===== config.mk =====
export PLATFORM = sky130hd
export DESIGN_NAME = rle_sprite_pixel_format_converter
export DESIGN_NICKNAME = d
export VERILOG_FILES = /design/src/rsfc_pkg.sv /design/src/rsfc_pixel.sv /design/src/rsfc_walk.sv /design/src/rle_sprite_pixel_format_converter.sv
export SDC_FILE = /design/constraint.sdc
export NUM_CORES = 1
export LEC_CHECK = 0
export CAP_MARGIN = 20
export CORE_MARGIN = 10
export CORE_UTILIZATION = 65
export DETAILED_ROUTE_END_ITERATION = 10
export DONT_BUFFER_PORTS = 1
export GPL_TIMING_DRIVEN = 0
export PLACE_DENSITY = 0.91
export SKIP_CTS_REPAIR_TIMING = 1
export SYNTH_ARGS = -nofsm -noshare
export SYNTH_HDL_FRONTEND = slang
export SYNTH_SLANG_ARGS = --single-unit

===== constraint.sdc =====
create_clock -name clk -period 5.6 [get_ports clk]
set_input_delay 0.28 -clock clk [delete_from_list [all_inputs] [get_ports clk]]
set_output_delay 0.28 -clock clk [all_outputs]
set_load 0.02 [all_outputs]

===== src/rsfc_pkg.sv =====
// Package for the run-packed sprite pixel format converter.
// Holds the word kind codes, walk phases, rewrite modes and shared types.
// It has no dependencies.
package rsfc_pkg;

  localparam int WORD_W      = 16;
  localparam int LINES_W     = 11;
  localparam int MODE_W      = 3;
  localparam int CFG_IDX_W   = 1;
  localparam int CFG_DATA_W  = 11;
  localparam int MAX_LINES_D = 1024;

  typedef enum logic [2:0] {
    KIND_LINE    = 3'd0,
    KIND_SKIP    = 3'd1,
    KIND_COUNT   = 3'd2,
    KIND_PIXEL   = 3'd3,
    KIND_OUTSIDE = 3'd4
  } kind_t;

  typedef enum logic [1:0] {
    PH_LINE  = 2'd0,
    PH_SKIP  = 2'd1,
    PH_COUNT = 2'd2,
    PH_PIXEL = 2'd3
  } phase_t;

  localparam logic [MODE_W-1:0] MODE_TO555     = 3'd0;
  localparam logic [MODE_W-1:0] MODE_TO555_TOP = 3'd1;
  localparam logic [MODE_W-1:0] MODE_GREEN_LSB = 3'd2;
  localparam logic [MODE_W-1:0] MODE_SHADOW    = 3'd3;
  localparam logic [MODE_W-1:0] MODE_TO565     = 3'd4;

  localparam logic [CFG_IDX_W-1:0] CFG_CONVERT_MODE = 1'd0;
  localparam logic [CFG_IDX_W-1:0] CFG_LINE_COUNT   = 1'd1;

  localparam logic [MODE_W-1:0]  MODE_RESET  = MODE_TO555_TOP;
  localparam logic [LINES_W-1:0] LINES_RESET = '0;

  typedef struct packed {
    kind_t kind;
    logic  done;
  } walk_status_t;

endpackage


===== src/rsfc_pixel.sv =====
// Pixel word rewrite for the sprite converter.
// Pure combinational mapping selected by the conversion mode; uses rsfc_pkg.
module rsfc_pixel (
  input  logic [rsfc_pkg::MODE_W-1:0] mode,
  input  logic [rsfc_pkg::WORD_W-1:0] pixel_in,
  output logic [rsfc_pkg::WORD_W-1:0] pixel_out
);

  always_comb begin
    case (mode)
      rsfc_pkg::MODE_TO555: begin
        pixel_out = ((pixel_in & 16'hffc0) >> 1) | (pixel_in & 16'h001f);
      end
      rsfc_pkg::MODE_TO555_TOP: begin
        pixel_out = ((pixel_in & 16'hffc0) >> 1) | (pixel_in & 16'h001f) | 16'h8000;
      end
      rsfc_pkg::MODE_GREEN_LSB: begin
        pixel_out = pixel_in | 16'h0020;
      end
      rsfc_pkg::MODE_SHADOW: begin
        pixel_out = 16'h0000;
      end
      rsfc_pkg::MODE_TO565: begin
        pixel_out = ((pixel_in & 16'h7fe0) << 1) | (pixel_in & 16'h001f);
      end
      default: begin
        pixel_out = pixel_in;
      end
    endcase
  end

endmodule


===== src/rsfc_walk.sv =====
// Layout tracker for the sprite converter: line, run and pixel counters.
// Classifies each beat and flags the end of the sprite; uses rsfc_pkg.
module rsfc_walk #(
  parameter int MAX_LINES = rsfc_pkg::MAX_LINES_D
) (
  input  logic                         clk,
  input  logic                         rst_n,
  input  logic                         advance,
  input  logic [rsfc_pkg::WORD_W-1:0]  word,
  input  logic                         start,
  input  logic [rsfc_pkg::LINES_W-1:0] line_count,
  output rsfc_pkg::walk_status_t       status
);

  rsfc_pkg::phase_t             phase_r, phase_nxt;
  logic [rsfc_pkg::LINES_W-1:0] lines_r, lines_nxt;
  logic [rsfc_pkg::WORD_W-1:0]  runs_r, runs_nxt;
  logic [rsfc_pkg::WORD_W-1:0]  pixels_r, pixels_nxt;
  logic [rsfc_pkg::LINES_W-1:0] clamped;
  logic [rsfc_pkg::WORD_W-1:0]  runs_dec;
  logic [rsfc_pkg::LINES_W-1:0] lines_dec;

  always_comb begin
    clamped = (32'(line_count) > MAX_LINES) ? rsfc_pkg::LINES_W'(MAX_LINES) : line_count;
  end

  always_comb begin
    phase_nxt     = phase_r;
    lines_nxt     = lines_r;
    runs_nxt      = runs_r;
    pixels_nxt    = pixels_r;
    status.kind   = rsfc_pkg::KIND_OUTSIDE;
    status.done   = 1'b0;
    runs_dec      = '0;
    lines_dec     = '0;
    if (start) begin
      phase_nxt  = rsfc_pkg::PH_LINE;
      lines_nxt  = clamped;
      runs_nxt   = '0;
      pixels_nxt = '0;
    end
    lines_dec = (lines_nxt != '0) ? lines_nxt - 1'b1 : lines_nxt;
    if (lines_nxt != '0) begin
      case (phase_nxt)
        rsfc_pkg::PH_LINE: begin
          status.kind = rsfc_pkg::KIND_LINE;
          runs_nxt    = word;
          if (word == '0) begin
            lines_nxt   = lines_dec;
            status.done = (lines_dec == '0);
          end else begin
            phase_nxt = rsfc_pkg::PH_SKIP;
          end
        end
        rsfc_pkg::PH_SKIP: begin
          status.kind = rsfc_pkg::KIND_SKIP;
          phase_nxt   = rsfc_pkg::PH_COUNT;
        end
        rsfc_pkg::PH_COUNT, rsfc_pkg::PH_PIXEL: begin
          if (phase_nxt == rsfc_pkg::PH_COUNT) begin
            status.kind = rsfc_pkg::KIND_COUNT;
            pixels_nxt  = word;
          end else begin
            status.kind = rsfc_pkg::KIND_PIXEL;
            pixels_nxt  = (pixels_nxt != '0) ? pixels_nxt - 1'b1 : pixels_nxt;
          end
          if (pixels_nxt == '0) begin
            runs_dec = (runs_nxt != '0) ? runs_nxt - 1'b1 : runs_nxt;
            runs_nxt = runs_dec;
            if (runs_dec == '0) begin
              phase_nxt   = rsfc_pkg::PH_LINE;
              lines_nxt   = lines_dec;
              status.done = (lines_dec == '0);
            end else begin
              phase_nxt = rsfc_pkg::PH_SKIP;
            end
          end else begin
            phase_nxt = rsfc_pkg::PH_PIXEL;
          end
        end
        default: begin
          status.kind = rsfc_pkg::KIND_OUTSIDE;
        end
      endcase
    end
  end

  always_ff @(posedge clk) begin
    if (!rst_n) begin
      phase_r  <= rsfc_pkg::PH_LINE;
      lines_r  <= '0;
      runs_r   <= '0;
      pixels_r <= '0;
    end else if (advance) begin
      phase_r  <= phase_nxt;
      lines_r  <= lines_nxt;
      runs_r   <= runs_nxt;
      pixels_r <= pixels_nxt;
    end
  end

endmodule


===== src/rle_sprite_pixel_format_converter.sv =====
// Top level of the run-packed sprite pixel format converter.
// Instantiates rsfc_walk and rsfc_pixel; uses rsfc_pkg.
//
// Usage: the sprite stream enters one 16-bit word per beat on the in_
// channel (in_valid/in_stall). in_sprite_start marks the first word of a
// sprite; line_count is sampled on that word. Every input beat yields
// exactly one output beat on the out_ channel (out_valid/out_stall): the
// word, rewritten if it is a pixel, its kind tag and an end-of-sprite flag.
// The datapath is an input register followed by an output register; a
// beat moves from the first to the second when the output register is
// free, and one beat is taken per cycle as long as the receiver keeps
// out_stall low. The layout counters and the bit rewrite both fit between those registers.
// When the receiver stalls, the output register holds its beat and the
// input register fills; in_stall then rises until the output drains.
// Configuration writes (cfg_we, cfg_index, cfg_data) take effect at once
// and are expected only while the block is idle. Synchronous reset clears
// both pipeline registers, returns the walk to outside any sprite, and
// sets convert_mode to 1 and line_count to 0.
module rle_sprite_pixel_format_converter #(
  parameter int MAX_LINES = rsfc_pkg::MAX_LINES_D
) (
  input  logic                            clk,
  input  logic                            rst_n,
  input  logic                            in_valid,
  output logic                            in_stall,
  input  logic [rsfc_pkg::WORD_W-1:0]     in_word_in,
  input  logic                            in_sprite_start,
  output logic                            out_valid,
  input  logic                            out_stall,
  output logic [rsfc_pkg::WORD_W-1:0]     out_word_out,
  output logic [2:0]                      out_word_kind,
  output logic                            out_sprite_done,
  input  logic                            cfg_we,
  input  logic [rsfc_pkg::CFG_IDX_W-1:0]  cfg_index,
  input  logic [rsfc_pkg::CFG_DATA_W-1:0] cfg_data
);

  logic [rsfc_pkg::MODE_W-1:0]  convert_mode_r;
  logic [rsfc_pkg::LINES_W-1:0] line_count_r;
  logic                         s1_valid_r;
  logic [rsfc_pkg::WORD_W-1:0]  s1_word_r;
  logic                         s1_start_r;
  logic                         out_valid_r;
  logic [rsfc_pkg::WORD_W-1:0]  out_word_r;
  rsfc_pkg::kind_t              out_kind_r;
  logic                         out_done_r;
  logic                         advance;
  logic                         in_fire;
  rsfc_pkg::walk_status_t       status;
  logic [rsfc_pkg::WORD_W-1:0]  pixel_word;

  assign advance  = s1_valid_r && (!out_valid_r || !out_stall);
  assign in_stall = s1_valid_r && !advance;
  assign in_fire  = in_valid && !in_stall;

  always_ff @(posedge clk) begin
    if (!rst_n) begin
      convert_mode_r <= rsfc_pkg::MODE_RESET;
      line_count_r   <= rsfc_pkg::LINES_RESET;
    end else if (cfg_we) begin
      case (cfg_index)
        rsfc_pkg::CFG_CONVERT_MODE: begin
          convert_mode_r <= cfg_data[rsfc_pkg::MODE_W-1:0];
        end
        rsfc_pkg::CFG_LINE_COUNT: begin
          line_count_r <= cfg_data[rsfc_pkg::LINES_W-1:0];
        end
        default: begin
          line_count_r <= line_count_r;
        end
      endcase
    end
  end

  always_ff @(posedge clk) begin
    if (!rst_n) begin
      s1_valid_r <= 1'b0;
    end else if (!s1_valid_r || advance) begin
      s1_valid_r <= in_valid;
    end
  end

  always_ff @(posedge clk) begin
    if (in_fire) begin
      s1_word_r  <= in_word_in;
      s1_start_r <= in_sprite_start;
    end
  end

  rsfc_walk #(
    .MAX_LINES(MAX_LINES)
  ) u_walk (
    .clk       (clk),
    .rst_n     (rst_n),
    .advance   (advance),
    .word      (s1_word_r),
    .start     (s1_start_r),
    .line_count(line_count_r),
    .status    (status)
  );

  rsfc_pixel u_pixel (
    .mode     (convert_mode_r),
    .pixel_in (s1_word_r),
    .pixel_out(pixel_word)
  );

  always_ff @(posedge clk) begin
    if (!rst_n) begin
      out_valid_r <= 1'b0;
    end else if (!out_valid_r || !out_stall) begin
      out_valid_r <= s1_valid_r;
    end
  end

  always_ff @(posedge clk) begin
    if (advance) begin
      out_word_r <= (status.kind == rsfc_pkg::KIND_PIXEL) ? pixel_word : s1_word_r;
      out_kind_r <= status.kind;
      out_done_r <= status.done;
    end
  end

  assign out_valid       = out_valid_r;
  assign out_word_out    = out_word_r;
  assign out_word_kind   = out_kind_r;
  assign out_sprite_done = out_done_r;

endmodule

======== After elaboration in Yosys (flattened, before gate mapping) ========
Cells that the tools add are included.
storage, ports and cells
  register bits after elaboration ......... 98
  bits of input ports ..................... 34
  output and inout port bits .............. 22
  logic and storage cells ................. 85
operators by class
  add/sub/neg operators ................... 3
  order comparisons ....................... 1
  equal/unequal tests ..................... 8
  multiplexer cells ....................... 35
  bitwise logic cells ..................... 3
  reductions and logical operators ........ 22
operators with widths
  operator                                                              number
  16-bit 2-to-1 mux                                                     12
  16-bit one-hot mux with 5 select lines                                1
  11-bit 2-to-1 mux                                                     7
  16-bit logical NOT                                                    3
  16-bit one-hot mux with 2 select lines                                1
  16-bit nonzero test                                                   2
  16-bit by 1-bit subtractor with 16-bit output, second input constant  2
  11-bit one-hot mux with 2 select lines                                1
  16-bit by 5-bit OR with 16-bit output                                 1
  15-bit by 5-bit OR with 15-bit output                                 1
  11-bit greater-than comparator, second input constant                 1
  11-bit logical NOT                                                    1
  11-bit nonzero test                                                   1
  11-bit by 1-bit subtractor with 11-bit output, second input constant  1
  3-bit by 2-bit == test with 1-bit output, second input constant       3
  3-bit one-hot mux with 3 select lines                                 1
  2-bit 2-to-1 mux                                                      4
  2-bit one-hot mux with 3 select lines                                 1
  1-bit logical NOT                                                     5
  1-bit 2-to-1 mux                                                      5
  2-bit == test, second input constant                                  2
  4-bit 2-to-1 mux                                                      1
  2-bit AND reduction                                                   2
  3-bit by 1-bit == test with 1-bit output, second input constant       1
  9 further kinds                                                       12

======== Longest topological paths before layout ========
Gate-level depths: netlist of the first run.
  depth after elaboration ................. 12
  gate-level depth with buffers ........... 20

======== Modules after synthesis ========
A second synthesis of the first run with hierarchy kept.
second synthesis, totals
  cell total of the unflattened synthesis .. 767
  area, all modules ....................... 6424.9 sq um
modules (own cells, without submodules)
  module                             instances  cells an instance  area each (sq um)
  rsfc_walk                          1          606                4202.8
  rle_sprite_pixel_format_converter  1          122                1960.6
  rsfc_pixel                         1          39                 261.5

======== Least setup slack after synthesis of the first run ========
No wires, ideal clock.
  path type ............................... register to register
  from .................................... register s1_start_r
  to ...................................... register u_walk.lines_r[8] in the netlist's numbering
  data arrival time ....................... 4021 ps
  slack ................................... 1460 ps
  stages on the path, launching flop included .. 20
  buffers on the path ..................... 7
  period minus slack after synthesis ...... 4140 ps
  cells stage by stage .................... edfxtp_1 buf_6 inv_1 clkbuf_1 buf_4 buf_4 clkbuf_1 clkbuf_1 nand2_1 ha_1 buf_4 nand2b_1 nand4b_1 a32o_1 nor4_1 nand4_1 or3_4 or4_4 mux2i_1 o21ai_1
between the ends
  word-level cells in the longest chain between the ends .. 10
  elaborated cells on any way between the ends .. 27
RTL lines
  item                                                                                         line                                     source
  from (decl)                                                                                  rle_sprite_pixel_format_converter.sv:42  logic s1_start_r;
  from (signal assigned)                                                                       rle_sprite_pixel_format_converter.sv:86  s1_start_r <= in_sprite_start;
  16-bit 2-to-1 mux                                                                            rsfc_walk.sv:36                          if (start) begin
  16-bit by 1-bit subtractor with 16-bit output / 16-bit nonzero test (equally long branches)  rsfc_walk.sv:65                          pixels_nxt = (pixels_nxt != '0) ? pixels_nxt - 1'b1 : pixels_nxt;
  16-bit 2-to-1 mux                                                                            rsfc_walk.sv:65
  16-bit 2-to-1 mux                                                                            rsfc_walk.sv:60                          if (phase_nxt == rsfc_pkg::PH_COUNT) begin
  16-bit 2-to-1 mux                                                                            rsfc_walk.sv:44                          case (phase_nxt)
  16-bit 2-to-1 mux                                                                            rsfc_walk.sv:43                          if (lines_nxt != '0) begin
  16-bit logical NOT                                                                           rsfc_walk.sv:67                          if (pixels_nxt == '0) begin
  11-bit 2-to-1 mux                                                                            rsfc_walk.sv:67
  11-bit one-hot mux with 2 select lines                                                       rsfc_walk.sv:44
  11-bit 2-to-1 mux (*)                                                                        rsfc_walk.sv:43
  to (signal assigned)                                                                         rsfc_walk.sv:96                          lines_r <= lines_nxt;
  to (decl)                                                                                    rsfc_walk.sv:16                          logic [rsfc_pkg::LINES_W-1:0] lines_r, lines_nxt;
Mark *: on every way between the ends. The rest lies on a longest branch, timed or not. The select of a mux whose other input is x is not followed.
A chain may end at the register's enable or synchronous reset.

======== Worst setup path after layout of the first run ========
  from .................................... register s1_start_r
  to ...................................... register out_done_r, in the netlist out_sprite_done, data pin
between the ends
  word-level cells in the longest chain between the ends .. 9
  elaborated cells on any way between the ends .. 27
RTL lines
  item                                                                                         line                                      source
  16-bit 2-to-1 mux                                                                            rsfc_walk.sv:36
  16-bit by 1-bit subtractor with 16-bit output / 16-bit nonzero test (equally long branches)  rsfc_walk.sv:65
  16-bit 2-to-1 mux                                                                            rsfc_walk.sv:65
  16-bit 2-to-1 mux                                                                            rsfc_walk.sv:60
  16-bit 2-to-1 mux                                                                            rsfc_walk.sv:44
  16-bit 2-to-1 mux                                                                            rsfc_walk.sv:43
  16-bit logical NOT                                                                           rsfc_walk.sv:67
  1-bit 2-to-1 mux                                                                             rsfc_walk.sv:67
  1-bit one-hot mux with 2 select lines                                                        rsfc_walk.sv:44
  to (signal assigned)                                                                         rle_sprite_pixel_format_converter.sv:120  out_done_r <= status.done;
  to (decl)                                                                                    rle_sprite_pixel_format_converter.sv:46   logic out_done_r;
Several ways; a longest one is shown, not always the timed one. The select of a mux whose other input is x is not followed.

==> flow_metrics.env, run 1 <==
export IMPL_max_cap_violations=0
export IMPL_place_ws_ps=44.7
export IMPL_yosys_area_top_type="dfxtp_1"
export IMPL_slowest_stage="clkbuf_1"
export IMPL_status="completed"
export IMPL_min_period_ps=5340
export IMPL_synth_top_cells_by_count="nand2_1 (105), nor2_1 (81), a21oi_1 (68)"
export IMPL_drv_slew=0
export IMPL_cts_buffer_depth=2
export IMPL_peakVddDrop_v=0.000209
export IMPL_startpoint_type="register"
export IMPL_wl_mm=24.8
export IMPL_coreArea_sq_um=10200
export IMPL_power_density_nw_per_um2=237
export IMPL_cts_tree="done"
export IMPL_synth_edf_count=37
export IMPL_synth_main_ff_cell="dfxtp_1"
export IMPL_cpMostUsedCell="buf_4"
export IMPL_portBuffers=0
export IMPL_drt_iter0_markers=1691
export IMPL_syn_inst=863
export IMPL_ys_seq_area_share_pct=34.7
export IMPL_vias=7701
export IMPL_synth_distinct_cells=80
export IMPL_area_growth_pct=8.20
export IMPL_syn_mean_instance_area_sq_um=7.78
export IMPL_setup_viol=0
export IMPL_drive_gt1_share_pct=5.92
export IMPL_crit_chain="buf_6 -> inv_1 -> buf_4 -> buf_4 -> clkbuf_2 -> clkbuf_1 -> nand2_1 -> ha_1 -> buf_4 -> o21ai_0 -> nor4_1 -> a311oi_1 -> nand4_1 -> or3_4 -> nor3_1 -> o21ai_1 -> nor4_1"
export IMPL_cp_data_required_time_ps=5790
export IMPL_drt_pass1_iterations=7
export IMPL_track_usage_pct=30.8
export IMPL_crit_arrival_ps=5530
export IMPL_grt_max_degree=30
export IMPL_grt_ovfl_total=0
export IMPL_gp_congestion=1.05
export IMPL_finalHoldViolCount=0
export IMPL_max_freq_mhz=187
export IMPL_chipWidth_microns=122
export IMPL_n_fill_cell=799
export IMPL_fin_crit_sh_pct=95.3
export IMPL_synth_seq_cells=98
export IMPL_synth_top_cell_area_share_pct=18.2
export IMPL_layout_nets=929
export IMPL_max_slew_worst_pin_slew_ps=971
export IMPL_grt_pass1_vias=6719
export IMPL_clk_insertion_delay_late_ps=390
export IMPL_via_per_inst=7.46
export IMPL_grt_antenna_before_repair=0
export IMPL_dpl_hpwl_mm=16.4
export IMPL_io_pins=56
export IMPL_rows=37
export IMPL_synthesis_area_sq_um=6720
export IMPL_yosys_warnings=0
export IMPL_worstSetupPathType="register to register"
export IMPL_critPathMaxFanout=11
export IMPL_antenna_cells=0
export IMPL_layout_setup_ws_ps=262
export IMPL_htree_levels=3
export IMPL_clkSlewWorstSetupHoldPaths_ps=110
export IMPL_crit_family="buffers and inverters"
export IMPL_rsz0062_at_grt="no"
export IMPL_dieArea_sq_um=14800
export IMPL_route_detailed_drc=0
export IMPL_cts_root_buffer="clkbuf_8"
export IMPL_avgRoutedWirePerCell_microns=24.0
export IMPL_cpPeakStageDelay_ps=520
export IMPL_synth_async_sr_flop_share_pct=0
export IMPL_synthesis_nets=901
export IMPL_min_path_type="input port to register"
export IMPL_leakagePower_uw=0.00257
export IMPL_total_power_uw=1720
export IMPL_initial_core_util_pct=65.9
export IMPL_crit_buf_inv=7
export IMPL_clock_skew_ps=13.3
export IMPL_relSlewSlack_pct=35.0
export IMPL_dieHeight_microns=122
export IMPL_synth_area_leaders="dfxtp_1 (18%), edfxtp_1 (17%), nand2_1 (5.9%), a21oi_1 (5.1%), nor2_1 (4.5%)"
export IMPL_clkSinkCount=98
export IMPL_cts_buffers=9
export IMPL_end_kind="register"
export IMPL_yosysMostFrequentCell="nand2_1"
export IMPL_ant_nets=0
export IMPL_grt_pass1_wl_mm=36.5
==> layer usage <==
layer | wire (microns) | part of all wire [%] | GRT usage [%] | vias up
met5 | 0 | 0 | 0 | -
met4 | 1160 | 4.7 | 12.3 | 0
met3 | 4160 | 17 | 9.48 | 147
met2 | 10600 | 43 | 45.7 | 782
met1 | 8860 | 36 | 41.0 | 3443
li1 | - | - | - | 3329
==> path summary, 6_finish.rpt <==
kind,startpoint,endpoint,slack [ps],cells after the start
setup / recovery,s1_start_r$_DFFE_PP_,out_sprite_done$_SDFFCE_PP0P_,260,17
hold / removal,cfg_data[5],line_count_r[5]$_SDFFE_PN0P_,20,2
setup reg to reg,s1_start_r$_DFFE_PP_,out_sprite_done$_SDFFCE_PP0P_,260,17
hold reg to reg,line_count_r[7]$_SDFFE_PN0P_,line_count_r[7]$_SDFFE_PN0P_,480,2
==> cells by family after synthesis <==
group / Yosys count / synth area share [%]
AND/OR/NAND/NOR: 375 / 28.5
flip-flops: 98 / 34.7
adder cells (fa/ha/maj): 4 / 0.745
AO/OA/AOI/OAI: 280 / 27.5
XOR/XNOR: 10 / 1.30
multiplexers: 9 / 1.36
buffers and inverters: 87 / 5.87
==> flip-flops by register name, summed over array words and instances (netlist names) <==
| register | count |
|---|---|
| out_word_out | 16 |
| s1_word_r | 16 |
| u_walk.pixels_r | 16 |
| u_walk.runs_r | 16 |
| line_count_r | 11 |
| u_walk.lines_r | 11 |
| convert_mode_r | 3 |
| out_word_kind | 3 |
| u_walk.phase_r | 2 |
| out_sprite_done | 1 |
| out_valid | 1 |
| s1_start_r | 1 |
| s1_valid_r | 1 |
==> area by class of cell <==
class	count	area, sq um	share of cell area, %
flip-flops and latches	98	2330	32.1
repair buffers	18	178	2.45
well taps	136	170	2.34
clock inverters	7	70.1	0.964
multi-input cells	678	4000	55.0
inverters	17	63.8	0.878
clock buffers	9	124	1.70
plain buffers	69	329	4.53
==> through the flow <==
| stage | cells | cell area [sq um] | util [%] | TNS [ps] | hold WS (ps) |
|---|---|---|---|---|---|
| 2_1_floorplan | 863 | 6720 | - | 0 | 379 |
| 3_3_place_gp | 999 | 6890 | 67.6 | -16.0 | 379 |
| 3_5_place_dp | 1000 | 6890 | 67.7 | 0 | 379 |
| 6_report | 1032 | 7270 | 71.3 | 0 | 16.2 |
| 5_1_grt | 1032 | 7270 | 71.3 | 0 | 22.9 |
| 4_1_cts | 1016 | 7090 | 69.6 | -22.6 | -15.4 |
==> power by group <==
part | switching, uW | internal [uW] | leakage (uW)
Sequential | 42.5 | 772 | 0.000851
Clock | 292 | 174 | 0.0000955
Combinational | 290 | 149 | 0.00163
Total | 624 | 1100 | 0.00257
==> placed cells by master (no fill, tap or decap), types with 10 or more instances in the layout <==
master / netlist / final
dlygate4sd3_1: 0 / 17
nand3_1: 21 / 21
a21oi_1: 68 / 68
a31oi_1: 26 / 26
nand2_1: 105 / 105
nor4_1: 22 / 22
o211ai_1: 13 / 13
o21ai_0: 54 / 54
nor3b_1: 12 / 11
edfxtp_1: 37 / 37
nand4_1: 15 / 15
dfxtp_1: 61 / 61
nor2b_1: 16 / 16
nor2_1: 81 / 81
inv_1: 16 / 16
nand3b_1: 10 / 10
nor3_1: 33 / 33
or4_1: 10 / 10
a22oi_1: 24 / 24
clkbuf_1: 52 / 49
No activity file was read; power rests on OpenSTA's default activity.
==> run 2: changes to the inputs <==
--- a/config.mk
+++ b/config.mk
@@ -5,12 +5,13 @@
 export SDC_FILE = /design/constraint.sdc
 export NUM_CORES = 1
 export LEC_CHECK = 0
-export CAP_MARGIN = 20
+export CAP_MARGIN = 10
 export CORE_MARGIN = 10
 export CORE_UTILIZATION = 65
 export DETAILED_ROUTE_END_ITERATION = 10
 export DONT_BUFFER_PORTS = 1
 export GPL_TIMING_DRIVEN = 0
+export MAX_ROUTING_LAYER = met4
 export PLACE_DENSITY = 0.91
 export SKIP_CTS_REPAIR_TIMING = 1
 export SYNTH_ARGS = -nofsm -noshare
==> flow_metrics.env, run 2 (synthesis gave the netlist of run 1 again) <==
export IMPL_status="finished with violations"
export IMPL_violations="negative hold slack"
export IMPL_crit_family="buffers and inverters"
export IMPL_rsz0062_at_grt="no"
export IMPL_n_fill_cell=786
export IMPL_clkSlewWorstSetupHoldPaths_ps=120
export IMPL_end_kind="register"
export IMPL_fin_hold_ws_ps=-1.64
export IMPL_dpl_hpwl_mm=16.9
export IMPL_route_detailed_drc=0
export IMPL_coreArea_sq_um=10200
export IMPL_rows=37
export IMPL_cts_buffers=9
export IMPL_initial_core_util_pct=65.9
export IMPL_relSlewSlack_pct=29.8
export IMPL_crit_arrival_ps=5500
export IMPL_ant_nets=0
export IMPL_finalHoldViolCount=1
export IMPL_drt_iter0_markers=1714
export IMPL_slowest_stage="or3_4"
export IMPL_grt_max_degree=30
export IMPL_wl_mm=25.6
export IMPL_min_path_type="input port to register"
export IMPL_final_common_cell="nand2_1"
export IMPL_startpoint_type="register"
export IMPL_cts_root_buffer="clkbuf_8"
export IMPL_fin_tns_setup_ps=0
export IMPL_clk_insertion_delay_late_ps=400
export IMPL_crit_chain="buf_6 -> inv_1 -> clkbuf_1 -> buf_4 -> buf_4 -> clkbuf_2 -> clkbuf_2 -> nand2_1 -> ha_1 -> buf_4 -> nand2b_1 -> nand4b_1 -> a32o_1 -> nor4_1 -> nand4_1 -> or3_4 -> nor3_1 -> o21ai_1 -> nor4_1"
export IMPL_layout_common_cells="nand2_1 (105), nor2_1 (81), a21oi_1 (68)"
export IMPL_cpMostUsedCell="buf_4"
export IMPL_grt_ovfl_total=0
export IMPL_grt_pass1_wl_mm=37.5
export IMPL_grt_antenna_before_repair=2
export IMPL_avgRoutedWirePerCell_microns=24.8
export IMPL_min_period_ps=5330
export IMPL_cpPeakStageDelay_ps=460
export IMPL_max_slew_worst_pin_slew_ps=1050
export IMPL_worstSetupPathType="register to register"
export IMPL_fin_crit_sh_pct=95.2
export IMPL_crit_buf_inv=8
export IMPL_max_cap_violations=0
export IMPL_critPathMaxFanout=10
export IMPL_grt_pass1_vias=6796
export IMPL_drv_slew=0
export IMPL_drive_gt1_share_pct=6.14
export IMPL_power_density_nw_per_um2=244
export IMPL_dieArea_sq_um=14800
export IMPL_clock_skew_ps=16.0
export IMPL_clkSinkCount=98
export IMPL_via_per_inst=7.50
export IMPL_vias=7750
export IMPL_portBuffers=0
export IMPL_area_growth_pct=8.68
export IMPL_dieHeight_microns=122
export IMPL_final_area_sq_um=7300
export IMPL_leakagePower_uw=0.00259
export IMPL_cp_data_required_time_ps=5770
export IMPL_io_pins=56
export IMPL_cts_buffer_depth=2
export IMPL_track_usage_pct=32.8
export IMPL_placed_area_sq_um=6890
export IMPL_peakVddDrop_v=0.000195
export IMPL_setup_viol=0
export IMPL_drt_pass1_iterations=6
export IMPL_cts_tree="done"
export IMPL_layout_nets=929
export IMPL_chipWidth_microns=122
export IMPL_max_freq_mhz=188
export IMPL_gp_congestion=1.05
export IMPL_htree_levels=3
run 2: cell types whose count changed in the layout (fill, tap and decap cells not counted):
| cell | previous run | this run |
|---|---|---|
| clkbuf_2 | 2 | 3 |
| clkinvlp_4 | 1 | 0 |
| nor2b_2 | 0 | 1 |
| nor2b_1 | 16 | 15 |
| nor3b_2 | 1 | 2 |
| buf_4 | 6 | 5 |
| bufinv_16 | 0 | 1 |
| nor3b_1 | 11 | 10 |
| diode_2 | 0 | 2 |
run 2: final cells by class:
type | count | area (sq um) | area share, %
inverter | 17 | 63.8 | 0.874
multi-input combinational | 678 | 4010 | 54.9
tap | 136 | 170 | 2.33
antenna | 2 | 5.00 | 0.0686
buffer | 70 | 334 | 4.58
clock inverter | 7 | 92.6 | 1.27
clock buffer | 9 | 124 | 1.70
timing repair buffer | 17 | 170 | 2.33
sequential | 98 | 2330 | 32.0
run 2: final timing paths:
path         slack [ps]                       endpoint  depth (start not counted)                         start
max                 270  out_sprite_done$_SDFFCE_PP0P_                         19          s1_start_r$_DFFE_PP_
min                  -2        s1_valid_r$_SDFFE_PN0N_                          2                      in_valid
max reg2reg         270  out_sprite_done$_SDFFCE_PP0P_                         19          s1_start_r$_DFFE_PP_
min reg2reg         470   line_count_r[0]$_SDFFE_PN0P_                          2  line_count_r[0]$_SDFFE_PN0P_
run 2: power breakdown:
| group | switching (uW) | total, uW | internal (uW) |
|---|---|---|---|
| clock | 304 | 523 | 220 |
| combinational | 295 | 444 | 150 |
| sequential | 44.0 | 817 | 773 |
| total | 642 | 1780 | 1140 |
run 2: per-stage QoR:
stage	total power (uW)	setup slack [ps]	std cells	hold WS [ps]	utilization [%]
2_1_floorplan	1110	1460	863	379	-
3_3_place_gp	1230	96.2	999	379	67.6
3_5_place_dp	1230	48.2	999	379	67.6
4_1_cts	1720	17.4	1015	-25.7	69.7
5_1_grt	1830	33.2	1034	16.8	71.7
6_report	1780	271	1034	-1.64	71.7
run 2: layer usage:
| layer | vias to the layer above | wire length [microns] | global-route usage [%] |
|---|---|---|---|
| met5 | - | 0 | - |
| met4 | 0 | 1120 | 14.2 |
| met3 | 120 | 4290 | 8.42 |
| met2 | 775 | 10800 | 45.9 |
| met1 | 3528 | 9390 | 43.8 |
| li1 | 3327 | - | - |
==> run 3: changes to the inputs <==
--- a/config.mk
+++ b/config.mk
@@ -5,6 +5,7 @@
 export SDC_FILE = /design/constraint.sdc
 export NUM_CORES = 1
 export LEC_CHECK = 0
+export ABC_AREA = 1
 export CAP_MARGIN = 10
 export CORE_MARGIN = 10
 export CORE_UTILIZATION = 65
==> flow_metrics.env, run 3 <==
export IMPL_final_common_cell="nand2_1"
export IMPL_initial_core_util_pct=65.9
export IMPL_startpoint_type="register"
export IMPL_r2r_cells=18
export IMPL_min_from="cfg_data[6]"
export IMPL_ant_nets=0
export IMPL_dieArea_sq_um=14800
export IMPL_portBuffers=0
export IMPL_synth_top_cell_area_share_pct=18.2
export IMPL_ys_seq_area_share_pct=34.8
export IMPL_synth_main_ff_cell="dfxtp_1"
export IMPL_io_pins=56
export IMPL_crit_arrival_ps=3960
export IMPL_clock_skew_ps=14.7
export IMPL_yosys_area_top_type="dfxtp_1"
export IMPL_min_path_cells=2
export IMPL_coreArea_sq_um=10200
export IMPL_fin_crit_sh_pct=68.8
export IMPL_gp_congestion=1.02
export IMPL_chipWidth_microns=122
export IMPL_max_slew_worst_pin_slew_ps=804
export IMPL_synth_distinct_cells=44
export IMPL_yosys_warnings=0
export IMPL_htree_levels=3
export IMPL_min_period_ps=3850
export IMPL_fin_tns_setup_ps=0
export IMPL_cts_tree="done"
export IMPL_drive_gt1_share_pct=7.58
export IMPL_track_usage_pct=29.1
export IMPL_cp_data_required_time_ps=5700
export IMPL_grt_antenna_before_repair=0
export IMPL_layout_common_cells="nand2_1 (289), nor2_1 (119), inv_1 (108)"
export IMPL_grt_pass1_vias=6446
export IMPL_rr_startpoint="s1_start_r$_DFFE_PP_"
export IMPL_power_density_nw_per_um2=271
export IMPL_n_fill_cell=871
export IMPL_area_growth_pct=8.22
export IMPL_synth_seq_cells=98
export IMPL_worstSetupPathType="register to register"
export IMPL_syn_mean_instance_area_sq_um=6.56
export IMPL_antenna_cells=0
export IMPL_leakagePower_uw=0.00348
export IMPL_yosysMostFrequentCell="nand2_1"
export IMPL_vias=7296
export IMPL_synth_area_leaders="dfxtp_1 (18%), edfxtp_1 (17%), nand2_1 (16%), nor2_1 (6.7%), o21ai_0 (6.4%)"
export IMPL_finalHoldViolCount=0
export IMPL_avgRoutedWirePerCell_microns=18.4
export IMPL_max_freq_mhz=259
export IMPL_relSlewSlack_pct=46.4
export IMPL_synth_top_cells_by_count="nand2_1 (289), nor2_1 (119), inv_1 (108)"
export IMPL_route_detailed_drc=0
export IMPL_critPathMaxFanout=10
export IMPL_synth_edf_count=37
export IMPL_setup_viol=0
export IMPL_synthesis_area_sq_um=6710
export IMPL_clkSlewWorstSetupHoldPaths_ps=100
export IMPL_clk_insertion_delay_late_ps=390
export IMPL_synth_async_sr_flop_share_pct=0
export IMPL_holdPathEnd="line_count_r[6]$_SDFFE_PN0P_"
export IMPL_layout_nets=1089
export IMPL_drt_iter0_markers=1138
export IMPL_synthesis_nets=1061
export IMPL_rows=37
export IMPL_min_path_type="input port to register"
export IMPL_grt_ovfl_total=0
export IMPL_status="completed"
export IMPL_total_power_uw=1970
export IMPL_via_per_inst=6.12
export IMPL_clkSinkCount=98
export IMPL_max_cap_violations=0
export IMPL_drv_slew=0
export IMPL_dpl_hpwl_mm=16.2
export IMPL_end_kind="register"
export IMPL_grt_max_degree=30
export IMPL_cts_buffer_depth=2
export IMPL_regToRegEndpoint="out_word_out[1]$_DFFE_PP_"
export IMPL_reg2reg_slack_ps=1750
export IMPL_peakVddDrop_v=0.000211
export IMPL_grt_pass1_wl_mm=33.5
export IMPL_cts_buffers=9
export IMPL_syn_inst=1023
export IMPL_dieHeight_microns=122
export IMPL_wl_mm=21.9
export IMPL_cts_root_buffer="clkbuf_8"
export IMPL_drt_pass1_iterations=6
export IMPL_rsz0062_at_grt="no"
==> run 3: cell count changes in the layout (fill, tap and decap cells not counted), sizes merged, moves of 16 or more <==
| cell | delta |
|---|---|
| nor3 | -26 |
| nor2b | -16 |
| clkbuf | -34 |
| nand2 | +198 |
| nor4 | -20 |
| o21ai | +53 |
| a22oi | -21 |
| inv | +102 |
| a31oi | -25 |
| nor2 | +49 |
| nand3 | +59 |
==> run 3: worst max-delay path by stage <==
stage                     cells after the start                          to  slack [ps]                 start
final                                        18   out_word_out[1]$_DFFE_PP_        1750  s1_start_r$_DFFE_PP_
after global routing                         18   out_word_out[1]$_DFFE_PP_        1510  s1_start_r$_DFFE_PP_
after CTS                                    18   out_word_out[1]$_DFFE_PP_        1880  s1_start_r$_DFFE_PP_
after detailed placement                     18   out_word_out[1]$_DFFE_PP_        1880  s1_start_r$_DFFE_PP_
after global placement                       18   out_word_out[1]$_DFFE_PP_        1880  s1_start_r$_DFFE_PP_
after floorplan                              20  out_word_out[13]$_DFFE_PP_        2820  s1_start_r$_DFFE_PP_
==> run 3: area by class of cell <==
class	instances	area (sq um)	share of cell area, %
inverters	120	450	6.20
plain buffers	35	198	2.72
flip-flops and latches	98	2330	32.1
well taps	136	170	2.34
multi-input cells	770	3730	51.4
repair buffers	17	170	2.34
clock inverters	7	86.3	1.19
clock buffers	9	124	1.71
==> run 3: cell families after synthesis <==
kind of cell    Yosys count  share of synthesized area (%)
compound gates          218                           18.3
xor+xnor                  4                          0.522
fa+ha+maj                 4                          0.746
buf+inv                 155                           9.64
flops                    98                           34.8
mux                       6                          0.895
simple gates            538                           35.2
==> run 3: critical path: stages (launching register included) <==
cell and delay, ps:
edfxtp_1 470, inv_2 260, buf_6 210, buf_6 170
buf_2 260, nand2_1 100, o21ai_0 210, inv_1 200
ha_1 230, inv_1 70, nor2_1 50, nand2_1 70
nor2_1 60, nand2_1 110, inv_2 90, nor2_1 150
nand2_2 150, nor4_2 530, nor2_1 170
==> run 3: power by group <==
group | total (uW) | internal (uW) | switching [uW]
combinational | 634 | 198 | 436
clock | 498 | 215 | 283
sequential | 838 | 789 | 49.3
total | 1970 | 1200 | 768
==> run 3: stage by stage <==
step,instance area [sq um],cells,hold WS (ps),utilization (%),setup WS [ps]
after floorplan,6710,1023,379,-,2820
after CTS,7090,1175,-20.3,69.6,1880
after global placement,6880,1159,379,67.6,1880
after global routing,7260,1192,76.2,71.3,1510
after detailed placement,6880,1159,379,67.6,1880
final,7260,1192,64.3,71.3,1750
==> run 3: metal layers <==
metal | up-vias | part of all wire, % | GRT usage [%]
met5 | - | 0 | -
met4 | 0 | 4.1 | 11.8
met3 | 80 | 9.8 | 4.67
met2 | 453 | 46 | 45.0
met1 | 3316 | 40 | 37.3
li1 | 3447 | - | -
